<file path="src/design/salc_queue.sv">
module salc_queue #(
    parameter int WIDTH = 8,
    parameter int DEPTH = 2
) (
    input  logic             clk,
    input  logic             rst_n,
    input  logic             push_valid,
    output logic             push_ready,
    input  logic [WIDTH-1:0] push_data,
    output logic             pop_valid,
    input  logic             pop_ready,
    output logic [WIDTH-1:0] pop_data
);

    localparam int PW = (DEPTH > 1) ? $clog2(DEPTH) : 1;
    localparam int CW = $clog2(DEPTH + 1);

    logic [WIDTH-1:0] slot_reg [DEPTH];
    logic [PW-1:0]    wr_ptr_reg, wr_ptr_next;
    logic [PW-1:0]    rd_ptr_reg, rd_ptr_next;
    logic [CW-1:0]    count_reg, count_next;
    logic             do_push, do_pop;

    assign push_ready = (count_reg != CW'(DEPTH));
    assign pop_valid  = (count_reg != '0);
    assign do_push    = push_valid && push_ready;
    assign do_pop     = pop_valid && pop_ready;
    assign pop_data   = slot_reg[rd_ptr_reg];

    always_comb
    begin
        wr_ptr_next = wr_ptr_reg;
        rd_ptr_next = rd_ptr_reg;
        count_next  = count_reg;
        if (do_push)
        begin
            wr_ptr_next = (wr_ptr_reg == PW'(DEPTH - 1)) ? '0 : wr_ptr_reg + 1'b1;
        end
        if (do_pop)
        begin
            rd_ptr_next = (rd_ptr_reg == PW'(DEPTH - 1)) ? '0 : rd_ptr_reg + 1'b1;
        end
        if (do_push && !do_pop)
        begin
            count_next = count_reg + 1'b1;
        end
        else if (do_pop && !do_push)
        begin
            count_next = count_reg - 1'b1;
        end
    end

    always_ff @(posedge clk or negedge rst_n)
    begin
        if (!rst_n)
        begin
            wr_ptr_reg <= '0;
            rd_ptr_reg <= '0;
            count_reg  <= '0;
        end
        else
        begin
            wr_ptr_reg <= wr_ptr_next;
            rd_ptr_reg <= rd_ptr_next;
            count_reg  <= count_next;
        end
    end

    always_ff @(posedge clk)
    begin
        if (do_push)
        begin
            slot_reg[wr_ptr_reg] <= push_data;
        end
    end

endmodule

</file>
<file path="config.mk">
export PLATFORM = sky130hd
export DESIGN_NAME = salc_queue
export DESIGN_NICKNAME = d
export VERILOG_FILES = /design/src/design/salc_queue.sv
export SDC_FILE = /design/constraint.sdc
export NUM_CORES = 1
export LEC_CHECK = 0
export BUFFER_PORTS_ARGS = -buffer_cell sky130_fd_sc_hd__buf_4
export CAP_MARGIN = 20
export CORE_MARGIN = 2
export CORE_UTILIZATION = 45
export DETAILED_ROUTE_END_ITERATION = 7
export GPL_TIMING_DRIVEN = 0
export PLACE_DENSITY = 0.79
export SETUP_SLACK_MARGIN = 0.15
export SYNTH_ARGS = -nofsm -noshare
export SYNTH_HDL_FRONTEND = slang
export SYNTH_SLANG_ARGS = --single-unit
</file>
<file path="constraint.sdc">
create_clock -name clk -period 3.09 [get_ports clk]
set_input_delay 0.618 -clock clk [delete_from_list [all_inputs] [get_ports clk]]
set_output_delay 0.618 -clock clk [all_outputs]
set_load 0.02 [all_outputs]
</file>
==> key figures, run 1 <==
Run status
  • Status: finished, final reports clean

Synthesis
  • Fraction of synthesized cell area in xor and xnor cells: 5.56%
  • Post-synth EDFFs: 16
  • Sequential element share of the synthesized area: 73.8%
  • YS warnings: 0
  • Distinct cell type count after synthesis: 14
  • Top cells by count, synth: edfxtp_1 (16), mux2_2 (8), dfrtp_1 (4)
  • Syn_nets: 56
  • Ys async rst share: 20.0%
  • Cell taking the most area after synthesis: edfxtp_1
  • Post-synthesis adder-cell area fraction: 1.59%
  • Synth top area cells: edfxtp_1 (61%), dfrtp_1 (13%), mux2_2 (11%), xnor2_1 (3.3%), xor2_1 (2.2%)
  • Synth Area in Compound Gates: 0%
  • Flops & latches, synth: 20
  • Synth Flop Type: edfxtp_1
  • Count leader, synth: edfxtp_1
  • Post-synthesis simple-gate area fraction: 6.52%
  • Largest family of logic cells by synthesized area: multiplexers
  • Avg Inst Size Synth: 18.3 um^2
  • Synthesized area: 787 um^2
  • Cells after Synth: 43
  • Post-synthesis mux area share: 11.4%
  • Post-synth top area share: 61.0%

Timing
  • Least-Margin Pin Slew: 0.672 ns
  • Final setup fails: 0
  • Slew Limit Fails: 0
  • Unrepaired setup endpoints after global routing: no
  • Final hold vios: 0
  • Period minus WS final: 1.98 ns
  • Fin crit share: 64.2%
  • Relative slew slack: 55.0%
  • Fmax: 504 MHz
  • Fin Setup TNS: 0 ns
  • Clock Skews: 0.000966 ns
  • Setup ws final: 1.11 ns

CTS
  • Clk Tree Root Cell: clkbuf_4
  • Clock Latency Late Sink: 0.29 ns
  • Cts bufs inserted: 3
  • Clock buffer depth: 2
  • CTS tree: yes
  • Post-CTS Setup Bufs: 0
  • Clk slew on worst S/H paths: 0.10 ns
  • Hold buffer count at CTS: 0
  • Htree depth: 1
  • Post-cts repair resize count: 0
  • CTS Sinks: 20

Die
  • Die ar.: 2100 um^2
  • Initial Utilization: 46.6%
  • CORE AREA: 1690 um^2
  • Horiz. Die Dim: 45.8 um
  • Die H: 45.8 um
  • Placement Rows: 15
  • IO Count: 22

Place
  • DP Area: 966 um^2
  • # port buffers: 21
  • Dpl ws: 1.34 ns
  • Placer Congestion: 0.646
  • Post-DP HPWL: 792 um

Global route
  • Gr usage total: 12.3%
  • Grt ovf: 0
  • Largest net degree at the start of global routing: 12
  • Initial antenna violation count: 0
  • Via count of the first global-routing pass: 367
  • First-pass GRT wire length: 1.57 mm

Drt
  • Drt first pass iters: 2
  • Final ANT Viol Nets: 0
  • DRC: 0
  • WL final: 1.10 mm
  • Via count: 431
  • Via density: 5.07
  • Initial DRC count: 1
  • DR WL/cell: 13.0 um

Power
  • Leak: 0.407 nW
  • PwrDens: 949 nW/um^2
  • Peak supply drop: 0.000548 V

Critical path
  • Data arrival, critical path: 1.37 ns
  • WS Path Type: reg2out
  • Critical Path End Type: primary output
  • Crit path from: rd_ptr_reg
  • Largest fanout on the critical path: 9
  • FF-to-FF Start: count_reg[0]
  • Critical Path Source Type: flop
  • Req. time, crit path: 2.47 ns

Final layout
  • Finished Cell Area: 992 um^2
  • Final nets: 82
  • Share of post-route cells with drive strength above 1: 52.9%
  • N_diodes: 0
  • FILL cells: 140
  • Max reg flops: 16
  • Area Growth Syn to Fin: 26.1%

Run
  • Max_cap viols: 0

Worst hold path
  • Worst min path class: in2async
-- critical path, cell delays in order (launching register included) --
cell and delay (ns):
dfrtp_1 0.33, buf_2 0.23, mux2_2 0.36, buf_4 0.16
-- layout by cell type (no fill, tap or decap), types with 2 or more instances in the layout --
cell type,count
buf_4,21
edfxtp_1,16
mux2_2,8
dfrtp_1,4
xnor2_1,3
clkbuf_4,3
nor2_1,2
xor2_1,2
-- area by class of cell --
type | instances | area [um^2] | share of cell area [%]
multi-input cells | 21 | 198 | 19.9
inverters | 1 | 3.75 | 0.378
well taps | 17 | 21.3 | 2.14
clock buffers | 4 | 26.3 | 2.65
plain buffers | 1 | 5.00 | 0.504
repair buffers | 21 | 158 | 15.9
flip-flops and latches | 20 | 581 | 58.5
-- stage by stage --
| stage | util, % | hold WS (ns) | power [mW] | std cells |
|---|---|---|---|---|
| finish | 58.7 | 0.0978 | 0.941 | 85 |
| global route | 58.7 | 0.0811 | 0.992 | 85 |
| CTS | 58.7 | 0.0955 | 0.953 | 85 |
| detailed placement | 57.2 | 0.416 | 0.832 | 81 |
| global placement | 57.2 | 0.415 | 0.820 | 81 |
| floorplan | - | 0.322 | 0.691 | 43 |
-- cells by family after synthesis --
kind of cell	count (synthesis)
fa+ha+maj	1
xor+xnor	5
buf+inv	2
mux	8
flops	20
simple gates	7
-- worst paths after layout --
path | end | slack (ns) | cells past startpoint
max | pop_data[3] | 1.11 | 3
max in group asynchronous | count_reg[1] | 2.90 | 1
min in group clk | slot_reg[1][2] | 0.50 | 1
min | count_reg[0] | 0.1 | 1
min reg2reg | wr_ptr_reg | 0.53 | 1
max reg2reg | slot_reg[0][6] | 1.53 | 3
-- per-layer routing --
| metal | vias to the layer above | wire length (um) | GRT usage, % | share of wire (%) |
|---|---|---|---|---|
| met1 | 209 | 461 | 12.7 | 42 |
| met4 | 0 | 49 | 13.7 | 4.4 |
| met5 | - | 0 | 0 | 0 |
| met2 | 16 | 527 | 18.0 | 48 |
| met3 | 4 | 64 | 4.37 | 5.8 |
| li1 | 202 | - | - | - |
-- where the power goes --
part,leakage (nW),internal [mW],switching [mW]
Sequential,0.195,0.377,0.0353
Clock,0.0150,0.0502,0.0727
Combinational,0.196,0.200,0.207
Total,0.407,0.627,0.314
(Power assumes the default switching activity.)
==> run 2: changes to the inputs <==
- clock period: 3.09 -> 1.98 ns (I/O delays scaled with it)
==> key figures, run 2 (synthesized netlist as in run 1, its figures left out) <==
Final layout
  • Max reg flops: 16 (unchanged)
  • Fin util: 59.5% (was 58.7%)
  • Multi-input logic area: 198 um^2 (unchanged)
  • Most frequent cells in the layout: buf_4 (21), edfxtp_1 (16), mux2_2 (8) (unchanged)
  • Final nets: 83 (was 82)
  • Area Growth Syn to Fin: 27.7% (was 26.1%)
  • Most common cell after layout, fill and taps aside: buf_4 (unchanged)
  • FILL cells: 138 (was 140)
  • Sequential Area: 581 um^2 (unchanged)
  • N_diodes: 0 (unchanged)
  • Share of post-route cells with drive strength above 1: 52.2% (was 52.9%)

Timing
  • Fmax: 578 MHz
  • Worst hold slack: 0.283 ns (was 0.0978 ns)
  • Clock Skews: 0.000777 ns (was 0.000966 ns)
  • Final hold vios: 0 (unchanged)
  • Setup ws final: 0.251 ns (was 1.11 ns)
  • Least-Margin Pin Slew: 0.676 ns (was 0.672 ns)
  • Slew Limit Fails: 0 (unchanged)
  • Period minus WS final: 1.73 ns
  • Fin crit share: 87.3%
  • Final setup fails: 0 (unchanged)
  • Relative slew slack: 54.8% (was 55.0%)
  • Unrepaired setup endpoints after global routing: no (unchanged)
  • Fin Setup TNS: 0 ns (unchanged)

Drt
  • Drt first pass iters: 2 (unchanged)
  • Via count: 433 (was 431)
  • Via density: 5.03 (was 5.07)
  • DRC: 0 (unchanged)
  • Initial DRC count: 2 (was 1)
  • WL final: 1.11 mm (was 1.10 mm)
  • DR WL/cell: 13.0 um (about the same)
  • Final ANT Viol Nets: 0 (unchanged)

Global route
  • Initial antenna violation count: 0 (unchanged)
  • Grt ovf: 0 (unchanged)
  • Via count of the first global-routing pass: 371 (was 367)
  • First-pass GRT wire length: 1.59 mm (was 1.57 mm)
  • Gr usage total: 12.4% (was 12.3%)
  • Largest net degree at the start of global routing: 12 (unchanged)

Power
  • Leak: 0.411 nW (was 0.407 nW)
  • PwrDens: 1470 nW/um^2 (was 949 nW/um^2)
  • Peak supply drop: 0.000806 V (was 0.000548 V)

Die
  • IO Count: 22 (unchanged)
  • Die ar.: 2100 um^2 (unchanged)
  • Horiz. Die Dim: 45.8 um (unchanged)
  • CORE AREA: 1690 um^2 (unchanged)
  • Initial Utilization: 46.6% (unchanged)
  • Placement Rows: 15 (unchanged)
  • Die H: 45.8 um (unchanged)

CTS
  • CTS tree: yes (unchanged)
  • Post-CTS Setup Bufs: 0 (unchanged)
  • CTS Sinks: 20 (unchanged)
  • Cts bufs inserted: 3 (unchanged)
  • Clk Tree Root Cell: clkbuf_4 (unchanged)
  • Htree depth: 1 (unchanged)
  • Clk slew on worst S/H paths: 0.10 ns (about the same)
  • Clock buffer depth: 2 (unchanged)
  • Clock Latency Late Sink: 0.29 ns (about the same)

Critical path
  • R2R Setup Slk: 0.42 ns (was 1.53 ns)
  • Reg2reg end: slot_reg[0][3] (was slot_reg[0][6])
  • Req. time, crit path: 1.58 ns (was 2.47 ns)
  • Critical Path End Type: primary output (unchanged)
  • Worst reg-to-reg path cell count: 3 (unchanged)
  • WS Path Type: reg2out (unchanged)
  • Largest fanout on the critical path: 9 (unchanged)
  • Data arrival, critical path: 1.33 ns (was 1.37 ns)
  • Critical Path Source Type: flop (unchanged)
  • FF-to-FF Start: count_reg[0] (unchanged)

Worst hold path
  • Worst min path class: in2reg (was in2async)
  • Hold Path End: slot_reg[1][2]
  • Worst hold start: push_data[2]
  • Worst hold stages: 1

Run status
  • Status: finished, final reports clean (unchanged)

Run
  • Max_cap viols: 0 (unchanged)

Place
  • Placer Congestion: 0.646 (unchanged)
  • Dpl ws: 0.364 ns (was 1.34 ns)
  • # port buffers: 21 (unchanged)
  • Post-DP HPWL: 792 um (unchanged)
[run 2: where the power goes]
group	total, mW	switching, mW	internal [mW]
clock	0.190	0.112	0.0783
combinational	0.642	0.324	0.318
sequential	0.644	0.0554	0.588
total	1.48	0.491	0.985
[run 2: worst max-delay path by stage]
stage / from / endpoint / depth (start not counted)
after CTS: rd_ptr_reg / pop_data[3] / 3
after detailed placement: count_reg[0] / slot_reg[0][6] / 3
after global placement: count_reg[0] / slot_reg[0][6] / 3
final: rd_ptr_reg / pop_data[3] / 3
after global routing: rd_ptr_reg / pop_data[2] / 3
after floorplan: count_reg[0] / slot_reg[0][0] / 3
[run 2: metrics by stage]
step | cell area [um^2] | cells | power (mW)
3_3_place_gp | 966 | 81 | 1.28
4_1_cts | 1000 | 86 | 1.49
2_1_floorplan | 787 | 43 | 1.08
3_5_place_dp | 966 | 81 | 1.30
5_1_grt | 1000 | 86 | 1.56
6_report | 1000 | 86 | 1.48
[run 2: timing repair]
action / in CTS / in global routing
endpoints found under the setup margin: 0 / 8
hold buffers: 1 / 0
resized for setup: 0 / 1
hold endpoints to repair: 4 / 0
[run 2: layer usage]
| metal | GRT usage [%] | wire [um] | up-vias |
|---|---|---|---|
| met5 | 0 | 0 | - |
| met4 | 13.7 | 49 | 0 |
| met3 | 4.37 | 64 | 4 |
| met2 | 18.0 | 516 | 16 |
| met1 | 13.0 | 483 | 207 |
| li1 | - | - | 206 |
[run 2: layout make-up]
type	count	share of cell area, %
Sequential cell	20	57.8
Multi-Input combinational cell	21	19.7
Timing Repair Buffer	22	16.7
Clock buffer	4	2.62
Tap cell	17	2.12
Buffer	1	0.747
Inverter	1	0.374
[run 2: critical path, cell delays in order (launching register included)]
cell      delay [ns]
dfrtp_1         0.33
clkbuf_4        0.21
mux2_2          0.35
buf_4           0.16
==> run 3: changes to the inputs <==
- ABC_AREA: not set -> 1
==> key figures, run 3 <==
Drt
  • Initial DRC count: 9 (was 2)
  • Drt first pass iters: 4 (was 2)
  • DRC: 0 (unchanged)
  • WL final: 1.34 mm (was 1.11 mm)
  • DR WL/cell: 11.1 um (was 13.0 um)
  • Via density: 4.40 (was 5.03)
  • Final ANT Viol Nets: 0 (unchanged)
  • Via count: 532 (was 433)

Synthesis
  • Flops & latches, synth: 20 (unchanged)
  • YS warnings: 0 (unchanged)
  • Syn_nets: 83 (was 56)
  • Synth top area cells: edfxtp_1 (58%), nand2_1 (14%), dfrtp_1 (12%), nand2_4 (2.7%), xor2_2 (2.0%) (was edfxtp_1 (61%), dfrtp_1 (13%), mux2_2 (11%), xnor2_1 (3.3%), xor2_1 (2.2%))
  • Synth Flop Type: edfxtp_1 (unchanged)
  • Post-synth EDFFs: 16 (unchanged)
  • Cell taking the most area after synthesis: edfxtp_1 (unchanged)
  • Synthesized area: 827 um^2 (was 787 um^2)
  • Post-synth top area share: 58.1% (was 61.0%)
  • Cells after Synth: 70 (was 43)
  • Distinct cell type count after synthesis: 14 (unchanged)
  • Top cells by count, synth: nand2_1 (30), edfxtp_1 (16), dfrtp_1 (4), inv_1 (4), inv_2 (3) (was edfxtp_1 (16), mux2_2 (8), dfrtp_1 (4))
  • Count leader, synth: nand2_1 (was edfxtp_1)
  • Avg Inst Size Synth: 11.8 um^2 (was 18.3 um^2)
  • Ys async rst share: 20.0% (unchanged)
  • Sequential element share of the synthesized area: 70.2% (was 73.8%)

Global route
  • First-pass GRT wire length: 1.94 mm (was 1.59 mm)
  • Initial antenna violation count: 0 (unchanged)
  • Largest net degree at the start of global routing: 12 (unchanged)
  • Gr usage total: 13.6% (was 12.4%)
  • Grt ovf: 0 (unchanged)
  • Via count of the first global-routing pass: 501 (was 371)

Timing
  • Period minus WS final: 1.62 ns (was 1.73 ns)
  • Fmax: 617 MHz (was 578 MHz)
  • Relative slew slack: 55.2% (was 54.8%)
  • Clock Skews: 0.00493 ns (was 0.000777 ns)
  • Final hold vios: 0 (unchanged)
  • Slew Limit Fails: 0 (unchanged)
  • Least-Margin Pin Slew: 0.669 ns (was 0.676 ns)
  • Fin crit share: 81.9% (was 87.3%)
  • Fin Setup TNS: 0 ns (unchanged)
  • Unrepaired setup endpoints after global routing: no (unchanged)
  • Final setup fails: 0 (unchanged)

Power
  • Leak: 0.487 nW (was 0.411 nW)
  • Comb power frac: 47.2% (was 43.5%)
  • Sequential share of power: 41.0% (was 43.6%)
  • PwrDens: 1480 nW/um^2 (was 1470 nW/um^2)
  • P_sw: 0.610 mW (was 0.491 mW)
  • Peak supply drop: 0.000711 V (was 0.000806 V)
  • Switching Share: 39.2% (was 33.3%)
  • Clk pwr share: 11.8% (was 12.9%)
  • P_int: 0.947 mW (was 0.985 mW)

Worst hold path
  • Hold Path End: slot_reg[0][5] (was slot_reg[1][2])
  • Worst min path class: in2reg (unchanged)
  • Worst hold stages: 1 (unchanged)
  • Worst hold start: push_data[5] (was push_data[2])

Place
  • DP Area: 1020 um^2 (was 966 um^2)
  • Placer Congestion: 0.705 (was 0.646)
  • Post-DP HPWL: 972 um (was 792 um)
  • # port buffers: 21 (unchanged)

Critical path
  • WS Path Type: reg2out (unchanged)
  • Critical path's top delay family: buffers and inverters (unchanged)
  • Max stage delay on crit path: 0.38 ns (was 0.35 ns)
  • Critical Path Source Type: flop (unchanged)
  • Slowest CP cell: dfrtp_1 (was mux2_2)
  • Sum of buffers and inverters on the critical path: 3 (was 2)
  • Worst reg-to-reg path cell count: 4 (was 3)
  • Reg2reg end: slot_reg[0][4] (was slot_reg[0][3])
  • Req. time, crit path: 1.58 ns (about the same)
  • Largest fanout on the critical path: 10 (was 9)
  • Critical Path Most Common Cell: nand2_1
  • R2R Setup Slk: 0.49 ns (was 0.42 ns)
  • Critical Path End Type: primary output (unchanged)
  • FF-to-FF Start: count_reg[0] (unchanged)
  • Data arrival, critical path: 1.22 ns (was 1.33 ns)
  • Worst-path cell chain: buf_6, inv_2, nand2_1, nand2_1, buf_4 (was clkbuf_4, mux2_2, buf_4)

Final layout
  • Multi-input logic area: 209 um^2 (was 198 um^2)
  • FILL cells: 151 (was 138)
  • Sequential Area: 581 um^2 (unchanged)
  • Area Growth Syn to Fin: 27.2% (was 27.7%)
  • Fin util: 60.9% (was 59.5%)
  • Finished Cell Area: 1050 um^2 (was 1000 um^2)
  • Most frequent cells in the layout: nand2_1 (30), buf_4 (21), edfxtp_1 (16) (was buf_4 (21), edfxtp_1 (16), mux2_2 (8))
  • N_diodes: 0 (unchanged)
  • Most common cell after layout, fill and taps aside: nand2_1 (was buf_4)
  • Final nets: 110 (was 83)
  • Share of post-route cells with drive strength above 1: 34.4% (was 52.2%)
  • Max reg flops: 16 (unchanged)

Die
  • CORE AREA: 1730 um^2 (was 1690 um^2)
  • Die ar.: 2200 um^2 (was 2100 um^2)
  • IO Count: 22 (unchanged)
  • Initial Utilization: 47.9% (was 46.6%)
  • Horiz. Die Dim: 46.9 um (was 45.8 um)
  • Placement Rows: 15 (unchanged)
  • Die H: 46.9 um (was 45.8 um)

CTS
  • CTS Sinks: 20 (unchanged)
  • Cts bufs inserted: 3 (unchanged)
  • Clk Tree Root Cell: clkbuf_4 (unchanged)
  • Clock buffer depth: 2 (unchanged)
  • Post-CTS Setup Bufs: 0 (unchanged)
  • Clock Latency Late Sink: 0.29 ns (about the same)
  • Clk slew on worst S/H paths: 0.10 ns (about the same)
  • CTS tree: yes (unchanged)
  • Post-cts repair resize count: 0 (unchanged)
  • Htree depth: 1 (unchanged)

Run status
  • Status: finished, final reports clean (unchanged)

Run
  • Max_cap viols: 0 (unchanged)
-- run 3: cell type report --
type	count	area share, %
Buffer	1	1.07
Clock buffer	3	2.14
Clock inverter	1	0.357
Inverter	7	2.50
Multi-Input combinational cell	42	19.9
Sequential cell	20	55.2
Tap cell	25	2.97
Timing Repair Buffer	22	15.9
-- run 3: what timing repair did --
item | 4_1_cts | 5_1_grt
hold buffers | 1 | 0
hold endpoints to repair | 4 | 0
endpoints found under the setup margin | 0 | 0
-- run 3: per-layer routing --
metal | up-vias | share of wire (%) | global-route usage (%)
li1 | 277 | - | -
met1 | 240 | 41 | 14.2
met2 | 13 | 54 | 23.0
met3 | 2 | 3.9 | 3.46
met4 | 0 | 0.67 | 11.1
met5 | - | 0 | 0
-- run 3: how the worst max path moves through the flow --
stage,startpoint,endpoint,depth (start not counted)
global placement,count_reg[0],slot_reg[0][2],4
detailed placement,count_reg[0],slot_reg[0][2],4
finish,rd_ptr_reg,pop_data[2],5
global route,rd_ptr_reg,pop_data[1],5
floorplan,count_reg[0],slot_reg[0][0],4
CTS,rd_ptr_reg,pop_data[5],5
-- run 3: kinds of logic (layout without fill, tap and decap cells) --
family,after synthesis,after routing,share of synthesized area [%]
buf+inv,8,34,4.54
xor+xnor,2,2,3.03
flops,20,20,70.2
fa+ha+maj,1,1,1.51
simple gates,39,39,20.7
-- run 3: power by group through the flow --
stage	clock network, mW	logic, mW	registers, mW
finish	0.183	0.735	0.639
global route	0.211	0.809	0.649
CTS	0.194	0.746	0.638
detailed placement	0	0.741	0.648
global placement	0	0.726	0.642
floorplan	0	0.487	0.638
-- run 3: metrics by stage --
stage | hold slack (ns) | setup slack (ns) | power, mW | std cells
2_1_floorplan | 0.100 | 0.628 | 1.12 | 70
3_3_place_gp | 0.195 | 0.486 | 1.37 | 116
3_5_place_dp | 0.197 | 0.458 | 1.39 | 116
4_1_cts | 0.271 | 0.331 | 1.58 | 121
5_1_grt | 0.261 | 0.268 | 1.67 | 121
6_report | 0.282 | 0.359 | 1.56 | 121
