### src/design/salc_pkg.sv
package salc_pkg;

    // Widths of the configuration fields and of the fixed result fields.
    localparam int OFFSET_W    = 5;
    localparam int INDEX_W     = 4;
    localparam int WAYS_W      = 3;
    localparam int CFG_INDEX_W = 2;
    localparam int CFG_DATA_W  = 5;
    localparam int WAY_OUT_W   = 2;
    localparam int COUNT_W     = 32;

    // Widest raw set index the index field can select (15 bits).
    localparam int RAW_SET_W   = 15;
    // Fraction bits of the reciprocal used to fold the set index into the store.
    localparam int RECIP_SHIFT = 32;

    // Configuration register indexes.
    localparam logic [CFG_INDEX_W-1:0] CFG_OFFSET_BITS = 2'd0;
    localparam logic [CFG_INDEX_W-1:0] CFG_INDEX_BITS  = 2'd1;
    localparam logic [CFG_INDEX_W-1:0] CFG_WAYS_IN_USE = 2'd2;

    // Reset values of the configuration registers.
    localparam logic [OFFSET_W-1:0] OFFSET_RESET = 5'd5;
    localparam logic [INDEX_W-1:0]  INDEX_RESET  = 4'd14;
    localparam logic [WAYS_W-1:0]   WAYS_RESET   = 3'd4;

    localparam logic [COUNT_W-1:0] COUNT_MAX = '1;

    typedef struct packed {
        logic [OFFSET_W-1:0] offset_bits;
        logic [INDEX_W-1:0]  index_bits;
        logic [WAYS_W-1:0]   ways_in_use;
    } cfg_t;

    typedef struct packed {
        logic                 hit;
        logic [WAY_OUT_W-1:0] way;
        logic                 evicted;
        logic [COUNT_W-1:0]   hit_count;
        logic [COUNT_W-1:0]   miss_count;
    } result_t;

    typedef enum logic [2:0] {
        B_CLEAR = 3'b001,
        B_IDLE  = 3'b010,
        B_EXEC  = 3'b100
    } back_state_t;

endpackage

### src/design/salc_front.sv
module salc_front #(
    parameter int ADDR_WIDTH = 32,
    parameter int MAX_SETS   = 16384,
    parameter int SW         = (MAX_SETS > 1) ? $clog2(MAX_SETS) : 1
) (
    input  logic                  clk,
    input  logic                  rst_n,
    input  salc_pkg::cfg_t        cfg,
    input  logic                  in_valid,
    output logic                  in_ready,
    input  logic                  in_mode,
    input  logic [ADDR_WIDTH-1:0] in_address,
    output logic                  q_valid,
    input  logic                  q_ready,
    output logic                  q_mode,
    output logic [ADDR_WIDTH-1:0] q_tag,
    output logic [SW-1:0]         q_set
);

    localparam int RW = salc_pkg::RAW_SET_W;
    localparam int PRODW = RW + salc_pkg::RECIP_SHIFT + 1;
    // Rounded-up reciprocal of the set count; exact quotient for any raw set index.
    localparam logic [salc_pkg::RECIP_SHIFT:0] SET_RECIP =
        (salc_pkg::RECIP_SHIFT + 1)'(((64'd1 << salc_pkg::RECIP_SHIFT) + 64'(MAX_SETS)
        - 64'd1) / 64'(MAX_SETS));

    logic                  s1_valid_reg, s1_valid_next;
    logic                  s2_valid_reg, s2_valid_next;
    logic                  s1_mode_reg, s2_mode_reg;
    logic [ADDR_WIDTH-1:0] s1_tag_reg, s2_tag_reg;
    logic [RW-1:0]         s1_raw_reg, s2_raw_reg;
    logic [RW-1:0]         s2_quot_reg;

    logic                  accept, s1_adv, s2_go;
    logic [5:0]            tag_shift;
    logic [ADDR_WIDTH-1:0] tag_c;
    logic [RW-1:0]         raw_c;
    logic [PRODW-1:0]      prod_c;
    logic [31:0]           rem_c;

    assign s2_go    = s2_valid_reg && q_ready;
    assign s1_adv   = s1_valid_reg && (!s2_valid_reg || s2_go);
    assign in_ready = !s1_valid_reg || s1_adv;
    assign accept   = in_valid && in_ready;

    // A shift at or past the address width leaves a zero tag.
    assign tag_shift = 6'(cfg.offset_bits) + 6'(cfg.index_bits);
    assign tag_c     = in_address >> tag_shift;
    assign raw_c     = RW'(in_address >> cfg.offset_bits)
                     & ((RW'(1) << cfg.index_bits) - RW'(1));

    assign prod_c = PRODW'(s1_raw_reg) * PRODW'(SET_RECIP);
    assign rem_c  = 32'(s2_raw_reg) - 32'(s2_quot_reg) * 32'(MAX_SETS);

    always_comb
    begin
        s1_valid_next = s1_valid_reg;
        s2_valid_next = s2_valid_reg;
        if (accept)
        begin
            s1_valid_next = 1'b1;
        end
        else if (s1_adv)
        begin
            s1_valid_next = 1'b0;
        end
        if (s1_adv)
        begin
            s2_valid_next = 1'b1;
        end
        else if (s2_go)
        begin
            s2_valid_next = 1'b0;
        end
    end

    always_ff @(posedge clk or negedge rst_n)
    begin
        if (!rst_n)
        begin
            s1_valid_reg <= 1'b0;
            s2_valid_reg <= 1'b0;
        end
        else
        begin
            s1_valid_reg <= s1_valid_next;
            s2_valid_reg <= s2_valid_next;
        end
    end

    always_ff @(posedge clk)
    begin
        if (accept)
        begin
            s1_mode_reg <= in_mode;
            s1_tag_reg  <= tag_c;
            s1_raw_reg  <= raw_c;
        end
        if (s1_adv)
        begin
            s2_mode_reg <= s1_mode_reg;
            s2_tag_reg  <= s1_tag_reg;
            s2_raw_reg  <= s1_raw_reg;
            s2_quot_reg <= RW'(prod_c >> salc_pkg::RECIP_SHIFT);
        end
    end

    assign q_valid = s2_valid_reg;
    assign q_mode  = s2_mode_reg;
    assign q_tag   = s2_tag_reg;
    assign q_set   = SW'(rem_c);

endmodule

### config.mk
export PLATFORM = sky130hd
export DESIGN_NAME = salc_front
export DESIGN_NICKNAME = d
export VERILOG_FILES = /design/src/design/salc_pkg.sv /design/src/design/salc_front.sv
export SDC_FILE = /design/constraint.sdc
export NUM_CORES = 1
export LEC_CHECK = 0
export BUFFER_PORTS_ARGS = -buffer_cell sky130_fd_sc_hd__buf_2
export CAP_MARGIN = 10
export CORE_MARGIN = 10
export CORE_UTILIZATION = 58
export DETAILED_ROUTE_END_ITERATION = 8
export GPL_TIMING_DRIVEN = 0
export PLACE_DENSITY = 0.9
export SKIP_LAST_GASP = 1
export SYNTH_ARGS = -nofsm -noshare
export SYNTH_HDL_FRONTEND = slang
export SYNTH_SLANG_ARGS = --single-unit
### constraint.sdc
create_clock -name clk -period 2.4 [get_ports clk]
set_input_delay 0.72 -clock clk [delete_from_list [all_inputs] [get_ports clk]]
set_output_delay 0.72 -clock clk [all_outputs]
set_load 0.05 [all_outputs]
==> summary.md, run 1 <==
| Metric | Value |
|---|---|
| Status | complete, but fails checks |
| Failing checks | setup timing |
| Synthesized flop and latch total | 96 |
| Routability congestion estimate | ~0.99 |
| GR peak layer | met2 |
| Hold crit path type | in -> async |
| Slew @ Worst Pin | 1091 ps |
| Antenna diode count | 0 |
| Vias per Instance | 6.803 |
| Pleak | 0.003292 µW |
| CTS sink count | 96 |
| First-pass GRT wire length | 32050 µm |
| CP arrival | 3070 ps |
| Commonest non-fill, non-tap cell in the layout | buf_2 |
| Design area | 8453 µm² |
| CTS clock-pin slew for the worst setup and hold paths | roughly 80 ps |
| Commonest cells after routing, fill and taps aside | buf_2, edfxtp_1, mux4_2 |
| Core area | 11420 µm² |
| # rows | 39 |
| Share of cells above drive strength 1 | about 46% |
| Max-slew violation count | 0 |
| DIE AREA | 16420 µm² |
| Synthesis-to-layout area growth | 24.60% |
| Clock Latency Late Sink | 350 ps |
| Drt total wl | roughly 21000 µm |
| DP Area | 7527 µm² |
| CP Max Fanout | 9 |
| Drt wl/cell | roughly 25 µm |
| Global Route met3 Usage | 7.320% |
| IO Pins | 98 |
| CTS Buf Count | 9 |
| Starting Density | 59.41% |
| Tmin final | roughly 2900 ps |
| Crit-path slowest cell | mux4_2 |
| FMAX | ~350 MHz |
| Synth async-reset ratio | about 2.1% |
| Fin. Hold Viols | 0 |
| Max incr delay on CP | 530 ps |
| Setup Skew | 9.512 ps |
| Vias in the first global route | 5595 |
| Chip height | 128.2 µm |
| # hold bufs at CTS | 0 |
| Total iterations of the first detailed-routing run | 6 |
| Setup violations, final | 32 |
| Syn Area/Cell | about 12 µm² |
| DRT iter0 DRCs | 783 |
| Fin crit share | 119.4% |
| CP Class | in -> reg |
| Sequential area share after synthesis | 42.35% |
| Detailed-route via count | 5674 |
| Critical Path, Cell by Cell | buf_12 > buf_8 > inv_8 > fa_2 > buf_6 > buf_8 > buf_12 > buf_4 > mux2i_1 > nor2_1 > a21oi_1 > mux4_2 > o22ai_1 |
| CP top delay family | buffers and inverters |
| Final WS setup | -466.3 ps |
| Dpl ws | -1072 ps |
| Critical path required time | 2600 ps |
| Syn_nets | 607 |
| Setup crit end kind | flop |
| Clock H-tree levels | 3 |
| Synthesized area | 6784 µm² |
| Initial antenna violation count | 0 |
| Met2 global-route usage | 37.85% |
| Die Width | 128.2 µm |
| Total track usage | between 20% and 30% |
| Worst vdd ir | approximately 0.00061 V |
| Max_cap viols | 0 |
| Grt total ovfl | 0 |
| RSZ-0062 raised after global routing | yes |
| Global routing usage on met1 | 33.55% |
| Ys flop type | edfxtp_1 |
| EDFF count, synth | 94 |
| Gate Count Post-Synth | 552 |
| Startpoint Class | input port |
| IO Port Bufs | 93 |
| Buf/Inv on CP | 7 |
| YS warnings | 0 |
| CTS root buffer | clkbuf_16 |
| Slew headroom | 27.25% |
| # nets final | around 740 |
| CTS tree | yes |
| Pwr dens | 696.0 nW/µm² |
| Pin count of the biggest net entering global routing | 48 |
| CTS max path bufs | 2 |
| DP HPWL | 15230 µm |
| Routed Antenna Nets | 0 |
| Synth cell types | 62 |
| Drt drc | 0 |
-- cell type report --
| cell class | count | area, µm² |
|---|---|---|
| sequential | 96 | 2873 |
| timing repair buffer | 123 | 783.3 |
| clock buffer | 9 | 225.2 |
| clock inverter | 7 | 73.82 |
| buffer | 43 | 346.6 |
| multi-input combinational | 393 | 3887 |
| tap | 143 | 178.9 |
| inverter | 20 | 85.08 |
| fill | 763 | 2965 |
-- where the power goes --
part	switching [µW]	internal, µW	total, µW
Combinational	1390	948	2340
Sequential	42.5	2070	2120
Clock	696	736	1430
Total	2130	3760	5880
-- metal layers --
layer,vias up,wire [µm]
li1,2445,-
met1,2763,8289
met2,418,9722
met3,48,2448
met4,0,462
met5,-,0
-- path summary, 6_finish.rpt --
path	end	from	slack [ps]	cells past startpoint
min in group clk	s2_raw_reg[9]	s1_raw_reg[9]	420	0
min reg2reg	s2_raw_reg[9]	s1_raw_reg[9]	420	0
max	s1_tag_reg[0]	cfg[8]	-470	13
max in group asynchronous	q_valid	rst_n	2160	1
max reg2reg	s1_tag_reg[7]	s1_valid_reg	560	2
min	s1_valid_reg	rst_n	140	1
-- synth_stat cells (11+ instances only) --
cell       n  area, µm²
mux4_2    45       1013
nor2_1    32      120.1
edfxtp_1  94       2823
nand2_1   52      195.2
buf_2     15      75.07
inv_1     18      67.56
o21ai_0   15      75.07
mux2_2    29      326.6
a21oi_1   25      125.1
mux2i_1   53      530.5
clkbuf_1  15      56.30
nor3_1    14      70.07
nand3_1   11      55.05
-- kinds of logic after synthesis --
logic type / count (synthesis) / synth area share (%)
multiplexers: 133 / 29.90
buffers and inverters: 63 / 5.127
AO/OA/AOI/OAI: 104 / 10.37
adder cells (fa/ha/maj): 6 / 1.217
AND/OR/NAND/NOR: 146 / 10.14
flip-flops: 96 / 42.35
XOR/XNOR: 4 / 0.9039
-- per-stage QoR --
stage               power (µW)  hold WS, ps  utilization (%)  setup TNS, ps  std cells
finish                    5884        141.8            74.03          -9154        834
global route              6091        132.9            74.03         -10230        834
CTS                       5723        132.4            72.26          -6502        827
detailed placement        4070        404.5            65.92         -29910        789
global placement          4019        400.5            65.74         -46290        788
floorplan                 3546        400.3                -          -9208        552
-- what timing repair did --
action / in CTS / in global routing
hold endpoints to repair: 0 / 0
setup buffers: 20 / 8
setup endpoints to repair: 32 / 37
cloned: 2 / 0
gates resized for setup: 69 / 46
pin swaps: 14 / 22
Power figures use the tool's default switching activity.
==> run 2: changes to the inputs <==
--- a/config.mk
+++ b/config.mk
@@ -7,3 +7,3 @@
 export LEC_CHECK = 0
-export BUFFER_PORTS_ARGS = -buffer_cell sky130_fd_sc_hd__buf_2
+export BUFFER_PORTS_ARGS = -buffer_cell sky130_fd_sc_hd__buf_4
 export CAP_MARGIN = 10
==> constraint.sdc (replaced) <==
create_clock -name clk -period 3.08 [get_ports clk]
set_input_delay 0.924 -clock clk [delete_from_list [all_inputs] [get_ports clk]]
set_output_delay 0.924 -clock clk [all_outputs]
set_load 0.02 [all_outputs]
==> run 2 against run 1 <==
Effect of this change:
- the flow now finishes without violations
- register-to-register slack gained 1100 ps
- combinational power shrank 32%
- count of clock-buffer cells in the layout is the same
- clock power shrank 24%
- first-iteration DRC count grew 5.9%
- cell count shrank 1.9%
- critical path depth shrank 2
- utilization shrank 1.2 points
- routed wire length shrank 1.4%
- global-route usage shrank 0.053 points
- clock skew is essentially flat
- critical path type unchanged
- largest power group is now registers
==> summary.md, run 2 (synthesis gave the netlist of run 1 again) <==
| Metric | Value |
|---|---|
| Commonest non-fill, non-tap cell in the layout | buf_4 |
| Vias in the first global route | 5371 |
| CP arrival | 3170 ps |
| Max-slew violation count | 0 |
| Fin crit share | 99.70% |
| Pwr dens | 519.0 nW/µm² |
| Status | complete, no violations |
| Clock Latency Late Sink | 360 ps |
| First-pass GRT wire length | ~32000 µm |
| Fin. Hold Viols | 0 |
| Worst vdd ir | 0.0005886 V |
| Synthesis-to-layout area growth | 22.59% |
| CTS root buffer | clkbuf_16 |
| Crit path top cell by count | mux2_4 |
| CP top delay family | multiplexers |
| Routed Antenna Nets | 0 |
| Initial antenna violation count | 0 |
| Slew @ Worst Pin | just over 700 ps |
| CTS clock-pin slew for the worst setup and hold paths | around 70 ps |
| Register area | 2873 µm² |
| Detailed-route via count | 5549 |
| CTS tree | yes |
| Drt wl/cell | 25.21 µm |
| Hold crit path type | in -> async |
| Critical path required time | 3180 ps |
| Drt total wl | 20620 µm |
| CP Class | in -> reg |
| Total track usage | 24.77% |
| DRT iter0 DRCs | 829 |
| Startpoint Class | input port |
| # nets final | 725 |
| Pin count of the biggest net entering global routing | between 40 and 50 |
| CP Max Fanout | 8 |
| CTS Buf Count | 9 |
| Crit-path slowest cell | fa_1 |
| Clock H-tree levels | 3 |
| Chip height | about 130 µm |
| Hold Slack | 339.1 ps |
| Slew headroom | 50.92% |
| Routability congestion estimate | 0.9919 |
| Antenna diode count | 0 |
| Multi-input logic area | 3725 µm² |
| DP Area | 7729 µm² |
| Share of cells above drive strength 1 | 39.56% |
| Fin Setup TNS | 0 ps |
| Max incr delay on CP | 550 ps |
| Vias per Instance | 6.784 |
| Design area | slightly above 8000 µm² |
| Buf/Inv on CP | 4 |
| Starting Density | slightly below 60% |
| Max_cap viols | 0 |
| Total iterations of the first detailed-routing run | 6 |
| DP HPWL | 15850 µm |
| Tmin final | slightly above 3000 ps |
| # rows | 39 |
| Die Width | approximately 130 µm |
| Setup crit end kind | flop |
| IO Port Bufs | 93 |
| IO Pins | 98 |
| DIE AREA | roughly 16000 µm² |
| CTS sink count | 96 |
| Grt total ovfl | 0 |
| Pleak | 0.003207 µW |
| FMAX | between 300 and 400 MHz |
| Commonest cells after routing, fill and taps aside | buf_4, edfxtp_1, nand2_1, mux4_2, mux2i_1 |
| Setup Skew | 9.046 ps |
| CTS max path bufs | 2 |
| Core area | 11420 µm² |
| Critical Path, Cell by Cell | buf_8 > ha_4 > inv_2 > fa_1 > buf_6 > buf_4 > mux2_4 > mux2_4 > mux2i_4 > nor3_1 > o31a_1 |
| Pwr Total | 4317 µW |
| Filler cell count | around 770 |
| Drt drc | 0 |
| RSZ-0062 raised after global routing | yes |
| Fin util | approximately 73% |
| Setup violations, final | 0 |
==> run 2: cell types whose count changed in the layout (fill, tap and decap cells not counted), sizes merged <==
| cell | previous run | this run |
|---|---|---|
| buf | 152 | 137 |
| clkbuf | 23 | 22 |
==> run 2: cell type report <==
cell class	count	share of cell area [%]
multi-input cells	393	44.79
flip-flops and latches	96	34.54
repair buffers	110	10.55
plain buffers	40	3.520
clock buffers	9	2.708
well taps	143	2.151
inverters	20	0.9628
clock inverters	7	0.7823
==> run 2: worst paths after layout <==
kind	slack, ps	end	cells after the start	start
max reg2reg	1620	s1_tag_reg[28]	3	q_valid
min	340	s1_valid_reg	1	rst_n
min in group clk	420	s2_raw_reg[2]	0	s1_raw_reg[2]
min reg2reg	420	s2_raw_reg[2]	0	s1_raw_reg[2]
max in group asynchronous	2650	q_valid	1	rst_n
max	9	s1_tag_reg[14]	11	cfg[7]
==> run 2: per-stage QoR <==
step / setup WS, ps / cells
final: 9.267 / 818
after global routing: -27.47 / 818
after CTS: -6.054 / 807
after detailed placement: -646.0 / 790
after global placement: -643.7 / 788
after floorplan: 16.02 / 552
==> run 2: where the power goes <==
part / leakage, µW / total (µW) / internal, µW / switching, µW
clock: 0.000137 / 1080 / 564 / 518
combinational: 0.00212 / 1580 / 696 / 886
sequential: 0.000946 / 1650 / 1620 / 37.8
total: 0.00321 / 4320 / 2870 / 1440
==> run 2: per-layer routing <==
layer | up-vias | share of wire [%] | GRT usage [%]
met5 | - | 0 | 0
met4 | 0 | 1.9 | 6.026
met3 | 41 | 11 | 5.831
met1 | 2720 | 41 | 35.66
met2 | 369 | 46 | 37.01
li1 | 2419 | - | -
==> run 2: timing repair <==
action / 4_1_cts / 5_1_grt
setup buffers: 3 / 12
setup endpoints to repair: 18 / 18
hold buffers: 0 / 0
pin swaps: 3 / 10
resized for setup: 14 / 47
==> run 3: changes to the inputs <==
BUFFER_PORTS_ARGS = default   (was -buffer_cell sky130_fd_sc_hd__buf_4)
CORE_ASPECT_RATIO = 1.1   (was default)
CORE_UTILIZATION = 70   (was 58)
DONT_BUFFER_PORTS = 1   (was default)
PLACE_DENSITY = 0.95   (was 0.9)
clock period = 3.9 ns   (was 3.08 ns; I/O delays follow)
==> run 3 against run 2 <==
Effect of this change:
- power shrank 31%
- register-to-register slack better by 530 ps
- die area shrank 15%
- count of clock-buffer cells in the layout is the same
- hold slack better by 82 ps
- via count fell by 5.2%
- sequential power is 17% lower
- critical path depth shrank 1
- global-route usage increased by 3.1 points
- sequential cell count unchanged
==> summary.md, run 3 (synthesis gave the netlist of run 1 again) <==
| Metric | Value |
|---|---|
| Clock H-tree levels | 3 |
| CTS tree | yes |
| IO Port Bufs | 0 |
| DRT iter0 DRCs | 736 |
| Drt drc | 0 |
| Drt wl/cell | 28.37 µm |
| Pleak | around 0.0026 µW |
| Max-slew violation count | 0 |
| Tmin final | roughly 3700 ps |
| Flop2flop setup slack | 2150 ps |
| # hold bufs at CTS | 0 |
| Slew headroom | 51.26% |
| CTS sink count | 96 |
| Setup Skew | roughly 6.8 ps |
| Initial antenna violation count | 0 |
| CP arrival | approximately 3800 ps |
| Max_cap viols | 0 |
| Share of cells above drive strength 1 | 23.16% |
| Hold crit path type | reg -> reg |
| Fin crit share | 94.94% |
| Routed Antenna Nets | 0 |
| FMAX | 270.1 MHz |
| Setup crit end kind | flop |
| RSZ-0062 raised after global routing | no |
| DIE AREA | ~14000 µm² |
| CTS Buf Count | 9 |
| CTS max path bufs | 2 |
| Grt total ovfl | 0 |
| Hold Slack | 421.5 ps |
| Commonest non-fill, non-tap cell in the layout | edfxtp_1 |
| Starting Density | between 70% and 80% |
| Fin. Hold Viols | 0 |
| Die Width | around 110 µm |
| DP Area | approximately 7000 µm² |
| Synthesis-to-layout area growth | 5.754% |
| CP Class | in -> reg |
| Pin count of the biggest net entering global routing | 39 |
| IO Pins | 98 |
| Setup violations, final | 0 |
| Non-Filler Instances | 687 |
| First-pass GRT wire length | 30540 µm |
| CP Max Fanout | 10 |
| Detailed-route via count | approximately 5300 |
| # rows | 37 |
| Worst vdd ir | roughly 0.00024 V |
| Placed insts | 671 |
| DP HPWL | 14960 µm |
| CTS root buffer | clkbuf_8 |
| Startpoint Class | input port |
| Chip height | 123.3 µm |
| Core area | 9398 µm² |
| Slew @ Worst Pin | just over 700 ps |
| Pwr dens | 413.5 nW/µm² |
| Design area | 7174 µm² |
| Vias in the first global route | 5226 |
| Routability congestion estimate | 1.008 |
| Total track usage | 27.86% |
| # nets final | 620 |
| Vias per Instance | 7.658 |
| CTS clock-pin slew for the worst setup and hold paths | 100 ps |
| Total iterations of the first detailed-routing run | 5 |
| Drt total wl | 19490 µm |
| Status | complete, no violations |
| Critical path required time | ~4000 ps |
| Clock Latency Late Sink | roughly 370 ps |
| Antenna diode count | 0 |
| Commonest cells after routing, fill and taps aside | edfxtp_1, mux2i_1, nand2_1 |
[run 3: cell count changes in the layout (fill, tap and decap cells not counted), sizes merged]
cell      previous run  this run
clkinv               3         4
clkinvlp             2         0
clkbuf              22        24
bufinv               0         1
buf                137        30
[run 3: area by class of cell]
type / instances / area [µm²]
multi-input combinational: 393 / 3566
sequential: 96 / 2873
fill: 583 / 2223
buffer: 43 / 274.0
tap: 117 / 146.4
clock buffer: 9 / 123.9
clock inverter: 7 / 76.32
inverter: 20 / 75.07
timing repair buffer: 2 / 40.04
[run 3: metrics by stage]
step	power (µW)	TNS, ps	util, %	worst slack [ps]
final	2967	0	76.34	197.4
after global routing	3076	0	76.34	106.1
after CTS	2938	0	76.33	110.2
after detailed placement	2294	-2413	74.20	-281.3
after global placement	2250	-607.0	73.75	-188.7
after floorplan	2060	0	-	338.7
[run 3: report_power, final]
part	switching, µW	internal (µW)
registers	96.0	1280
clock network	359	303
logic	537	393
[run 3: path summary, 6_finish.rpt]
path                                 from             end  cells past startpoint
setup / recovery                   cfg[8]   s1_tag_reg[6]                     10
setup reg to reg                  q_valid  s1_tag_reg[25]                      3
hold / removal             s1_raw_reg[10]  s2_raw_reg[10]                      0
min in group asynchronous           rst_n    s1_valid_reg                      0
max in group asynchronous           rst_n         q_valid                      0
hold reg to reg            s1_raw_reg[10]  s2_raw_reg[10]                      0
[run 3: what timing repair did]
| action | CTS | global route |
|---|---|---|
| setup buffers | 0 | 0 |
| gates resized for setup | 0 | 2 |
| setup endpoints to repair | 0 | 5 |
[run 3: critical path, stage by stage]
cell and delay, ps:
buf_2 250, inv_2 180, fa_1 530, buf_2 210, buf_2 290, mux4_2 420, nand2_1 120, a22oi_1 100
o211ai_1 340, o221ai_1 180
[run 3: layer usage]
layer,vias up,global-route usage [%],routed length [µm]
met1,2495,35.17,6953
met2,494,42.55,8946
li1,2204,-,-
met4,0,9.953,638
met5,-,0,0
met3,68,11.58,2955
